File: config.mk
export PLATFORM = sky130hd
export DESIGN_NAME = ksfc_front
export DESIGN_NICKNAME = d
export VERILOG_FILES = /design/src/sv/ksfc_pkg.sv /design/src/sv/ksfc_front.sv
export SDC_FILE = /design/constraint.sdc
export NUM_CORES = 1
export LEC_CHECK = 0
export BUFFER_PORTS_ARGS = -buffer_cell sky130_fd_sc_hd__buf_2
export CAP_MARGIN = 15
export CELL_PAD_IN_SITES_DETAIL_PLACEMENT = 1
export CELL_PAD_IN_SITES_GLOBAL_PLACEMENT = 1
export CORE_UTILIZATION = 45
export CTS_CLUSTER_SIZE = 28
export DETAILED_ROUTE_END_ITERATION = 16
export PLACE_DENSITY_LB_ADDON = 0.1
export SYNTH_ARGS = -nofsm -noshare
export SYNTH_HDL_FRONTEND = slang
export SYNTH_SLANG_ARGS = --single-unit
File: constraint.sdc
create_clock -name clk -period 2.1 [get_ports clk]
set_clock_uncertainty 0.1 [all_clocks]
set_input_delay 0.42 -clock clk [delete_from_list [all_inputs] [get_ports clk]]
set_output_delay 0.42 -clock clk [all_outputs]
set_load 0.02 [all_outputs]
File: src/sv/ksfc_pkg.sv
`default_nettype none
package ksfc_pkg;
  localparam int NODE_BITS = 10;
  localparam int MAX_NODES = 1024;
  localparam int EDGE_BITS = 12;
  localparam int MAX_EDGES = 4096;
  localparam int WEIGHT_BITS = 16;
  localparam int CNT_BITS = 11;
  localparam int TOTAL_BITS = 13;
  localparam int COST_BITS = 26;
  localparam int RANK_BITS = 4;
  localparam int QUEUE_DEPTH = 4;
  localparam int QUEUE_BITS = 2;

  typedef struct packed {
    logic [WEIGHT_BITS-1:0] weight;
    logic [NODE_BITS-1:0]   a;
    logic [NODE_BITS-1:0]   b;
    logic                   last;
  } edge_item_t;

  typedef struct packed {
    logic [COST_BITS-1:0] total_cost;
    logic [NODE_BITS-1:0] edges_taken;
    logic                 target_reached;
    logic                 edge_overflow;
  } result_t;
endpackage
`default_nettype wire

File: src/sv/ksfc_front.sv
`default_nettype none
// input queue: holds incoming edges until the back end drains them
module ksfc_front import ksfc_pkg::*; (
  input  wire logic       clk,
  input  wire logic       rst,
  input  wire logic       push,
  input  edge_item_t      push_item,
  output logic            full,
  input  wire logic       pop,
  output edge_item_t      head,
  output logic            not_empty
);
  edge_item_t q [QUEUE_DEPTH];
  logic [QUEUE_BITS-1:0] wr_ptr, rd_ptr;
  logic [QUEUE_BITS:0]   count;

  assign full = (count == (QUEUE_BITS+1)'(QUEUE_DEPTH));
  assign not_empty = (count != '0);
  assign head = q[rd_ptr];

  always_ff @(posedge clk) begin
    if (push) q[wr_ptr] <= push_item;
  end

  always_ff @(posedge clk) begin
    if (rst) begin
      wr_ptr <= '0;
      rd_ptr <= '0;
      count <= '0;
    end else begin
      if (push) wr_ptr <= wr_ptr + 1'b1;
      if (pop) rd_ptr <= rd_ptr + 1'b1;
      count <= count + (QUEUE_BITS+1)'(push) - (QUEUE_BITS+1)'(pop);
    end
  end
endmodule
`default_nettype wire

* Word-level counts from Yosys, hierarchy flattened
Memory sizes are Yosys's and may differ from the RTL's. A register that Yosys moved wholly into a read port is not among the register bits. Index checks and enable logic that the tools add are counted.
Cells by class: reduce and logical (&&, ||, !) cells 1, equal/unequal tests 1, add/sub/neg operators 4, muxes and demuxes 4
Operator list (number):
- $add A2 B1 Y2 const B | 2
- $mux W2 | 2
- $add A3 B1 Y3 | 1
- $eq A3 B3 Y1 const B | 1
- $reduce_bool A3 Y1 | 1
- $sub A3 B1 Y3 | 1
- $mux W1 | 2
Storage, ports and cells: logic and storage cells 14, memory bits (writable) 148, output and inout port bits 39, input bits 41, register bits after elaboration 7, memories 1
Memories:
- q | words 4, bits a word 37, rd ports 1, clocked after memory_dff 1, wr ports 1, line ksfc_front.sv:13 | edge_item_t q [QUEUE_DEPTH];

* Depth between registers and ports, before layout
word-level depth 3, gate-level depth with buffers 7, mapped depth without buffers 7

* Least setup slack after synthesis
No wires, ideal clock.
path type flip-flop to flip-flop, from reg wr_ptr[0], to mem q[2][0] in the netlist's numbering, enable pin, cell stages (with the launch flop) 4, clock period less this slack 1941 ps, data required time 1602 ps, arrival 1444 ps, buffers on the path 0, setup time 398 ps, path slack 159 ps, cell sequence dfxtp_1 inv_1 ha_1 and2_1
RTL lines:
- from (decl) | line ksfc_front.sv:14 | logic [QUEUE_BITS-1:0] wr_ptr, rd_ptr;
- from (signal assigned) | line ksfc_front.sv:31 | if (push) wr_ptr <= wr_ptr + 1'b1;
- to (decl) | line ksfc_front.sv:13
Straight into the memory's write port.

==> flow_metrics.env <==
export IMPL_numPortBuffers=79
export IMPL_nets=398
export IMPL_fp_dieW_um=116
export IMPL_post_drt_wl_per_cell_um=19.7
export IMPL_design_die_area_sq_um=13400
export IMPL_power_density_nw_per_um2=1010
export IMPL_irDropWorstVdd_mv=0.640
export IMPL_grt_pass1_vias=2869
export IMPL_dp_hpwl_um=6510
export IMPL_tightest_slew_ns=0.349
export IMPL_cp_num_cells=4
export IMPL_setup_ws_ns=-0.131
export IMPL_cts_clk_slew_worst_paths_ns=0.06
export IMPL_violations="setup timing"
export IMPL_power_w=0.00749
export IMPL_place_congestion=0.643
export IMPL_syn_nets=283
export IMPL_slowest_delay_ns=0.51
export IMPL_syn_inst=235
export IMPL_setup_viol=37
export IMPL_core_sq_um=12600
export IMPL_cts_hold_repair_buffers=0
export IMPL_path_max_fanout=7
export IMPL_maxCapViolCount=0
export IMPL_clock_sinks=157
export IMPL_drt_iter0_markers=179
export IMPL_diodes=0
export IMPL_endpoint="head[14]"
export IMPL_grt_setup_unrepaired="true"
export IMPL_reg2reg_to="count[2]"
export IMPL_status="complete, but fails checks"
export IMPL_yosysWarnings=0
export IMPL_max_freq_mhz=448
export IMPL_synth_area_sq_um=5840
export IMPL_r2r_start="count[0]"
export IMPL_dr_pass1_iters=4
export IMPL_htreeDepth=4
export IMPL_dr_total_vias=2681
export IMPL_cts_buffer_depth=2
export IMPL_hold_viol_final=0
export IMPL_synth_seq_cells=157
export IMPL_fin_hold_ws_ns=0.124
export IMPL_cpMaxStageDelayCell="mux4_2"
export IMPL_layout_common_cells="edfxtp_1 (148), buf_2 (47), mux4_2 (37)"
export IMPL_start_kind="flop"
export IMPL_cp_top_family="multiplexers"
export IMPL_routed_via_density=5.01
export IMPL_antenna_found_initial=1
export IMPL_mostFrequentLayoutCell="edfxtp_1"
export IMPL_detail_route_antenna_nets=0
export IMPL_cts_buffers=17
export IMPL_r2r_worst_path_cells=7
export IMPL_grt_max_degree=20
export IMPL_cp_arrival_ns=1.71
export IMPL_worstSetupEndpointType="output pin"
export IMPL_path_buf_inv=3
export IMPL_path_cells="buf_12, buf_12, mux4_2, buf_6"
export IMPL_syn_to_final_growth_pct=26.5
export IMPL_crit_top_cell="buf_12"
export IMPL_worst_ep_required_time_ns=1.58
export IMPL_slew_viol_final=0
export IMPL_ys_seq_area_frac=0.792
export IMPL_drc=0
export IMPL_worst_setup_path_type="reg -> out"
export IMPL_grt_pass1_wl_um=15900
export IMPL_finalNonFillerCells=535
export IMPL_routed_wl_um=10500
export IMPL_cts_root_buf="clkbuf_16"
export IMPL_insertion_delay_ns=0.41
export IMPL_grt_ovfl_total=0
export IMPL_hp_class="in -> reg"
export IMPL_power_leakage_nw=2.58
export IMPL_die_h_um=116
export IMPL_period_needed_ns=2.23
export IMPL_fin_crit_sh=1.06
export IMPL_num_rows=41
export IMPL_slew_headroom=0.767
export IMPL_synth_cell_types=22
export IMPL_placed_cells=493
export IMPL_drive_gt1_frac=0.474
export IMPL_synth_avg_cell_area_sq_um=24.8
export IMPL_dpl_worst_slack_ns=0.0327
export IMPL_pin_count=80
export IMPL_reg2reg_slack_ns=0.25
export IMPL_start_util=0.462
export IMPL_cts_tree="yes"
export IMPL_grt_use_total=0.171
layout make-up:
type	instances	area (sq um)
Fill cell	1118	5240
Sequential cell	157	4630
Multi-Input combinational cell	64	1080
Timing Repair Buffer	104	896
Clock buffer	23	448
Tap cell	172	215
Clock inverter	9	95.1
Inverter	6	22.5
power breakdown:
group / leakage [nW] / internal, W / switching (W)
Combinational: 0.881 / 0.000521 / 0.000484
Clock: 0.264 / 0.00173 / 0.00110
Sequential: 1.43 / 0.00360 / 0.0000560
Total: 2.58 / 0.00585 / 0.00164
registers in the layout, indices dropped and copies added, names as in the netlist, named ones only:
| register | flops |
|---|---|
| count | 3 |
| q | 148 |
| rd_ptr | 2 |
| wr_ptr | 2 |
synth_stat cells:
cell type  count  share of area
buf_6          1         0.0019
buf_12         3          0.010
mux2i_1        1         0.0017
mux4_1         7          0.032
clkbuf_2       1        0.00086
mux4_2        30           0.12
buf_2          3         0.0026
a21oi_1        1        0.00086
a21bo_2        1         0.0017
xor3_1         1         0.0041
inv_1          6         0.0039
fa_1           1         0.0034
ha_1           6          0.013
nor2_1         5         0.0032
and3_1         1         0.0011
edfxtp_1     148           0.76
dfxtp_1        9          0.031
xnor2_1        2         0.0030
or3_1          1         0.0011
and2_1         4         0.0043
nand3b_1       1         0.0013
nor2b_1        2         0.0021
cells by family after synthesis:
logic type                 synth area share
xor gates and xnor gates            0.00708
and+or+nand+nor                      0.0131
DFF                                   0.792
AOI/OAI and AO/OA                   0.00257
buffers and inverters                0.0195
muxes                                 0.149
adders and majority gates            0.0163
through the flow:
stage	TNS (ns)	instance area (sq um)	util
after floorplan	0	5840	-
after global placement	0	6550	0.519
after detailed placement	0	6550	0.519
after CTS	-5.67	7380	0.585
after global routing	-5.99	7380	0.585
final	-3.67	7380	0.585
repair_timing:
action                                  CTS  global route
endpoints found under the setup margin   37            37
setup buffers                             7             3
cloned                                    1             0
gates resized for setup                  70             3
how the worst min path moves through the flow:
stage                        startpoint  endpoint  slack [ns]  cells after the start
after global placement        rd_ptr[1]      flop        0.42                      2
after floorplan                     rst  count[0]        0.39                      1
final                     push_item[10]  q[0][10]        0.12                      1
after detailed placement      rd_ptr[1]      flop        0.43                      2
after CTS                 push_item[29]  q[2][29]         0.1                      1
after global routing      push_item[18]  q[0][18]        0.11                      1
layer usage:
layer | vias to the layer above | global-route usage | share of wire
li1 | 1207 | - | -
met1 | 1384 | 0.217 | 0.42
met2 | 72 | 0.273 | 0.51
met3 | 16 | 0.0533 | 0.050
met4 | 2 | 0.0752 | 0.014
met5 | - | 0 | 0.0014
Power figures use the tool's default switching activity.
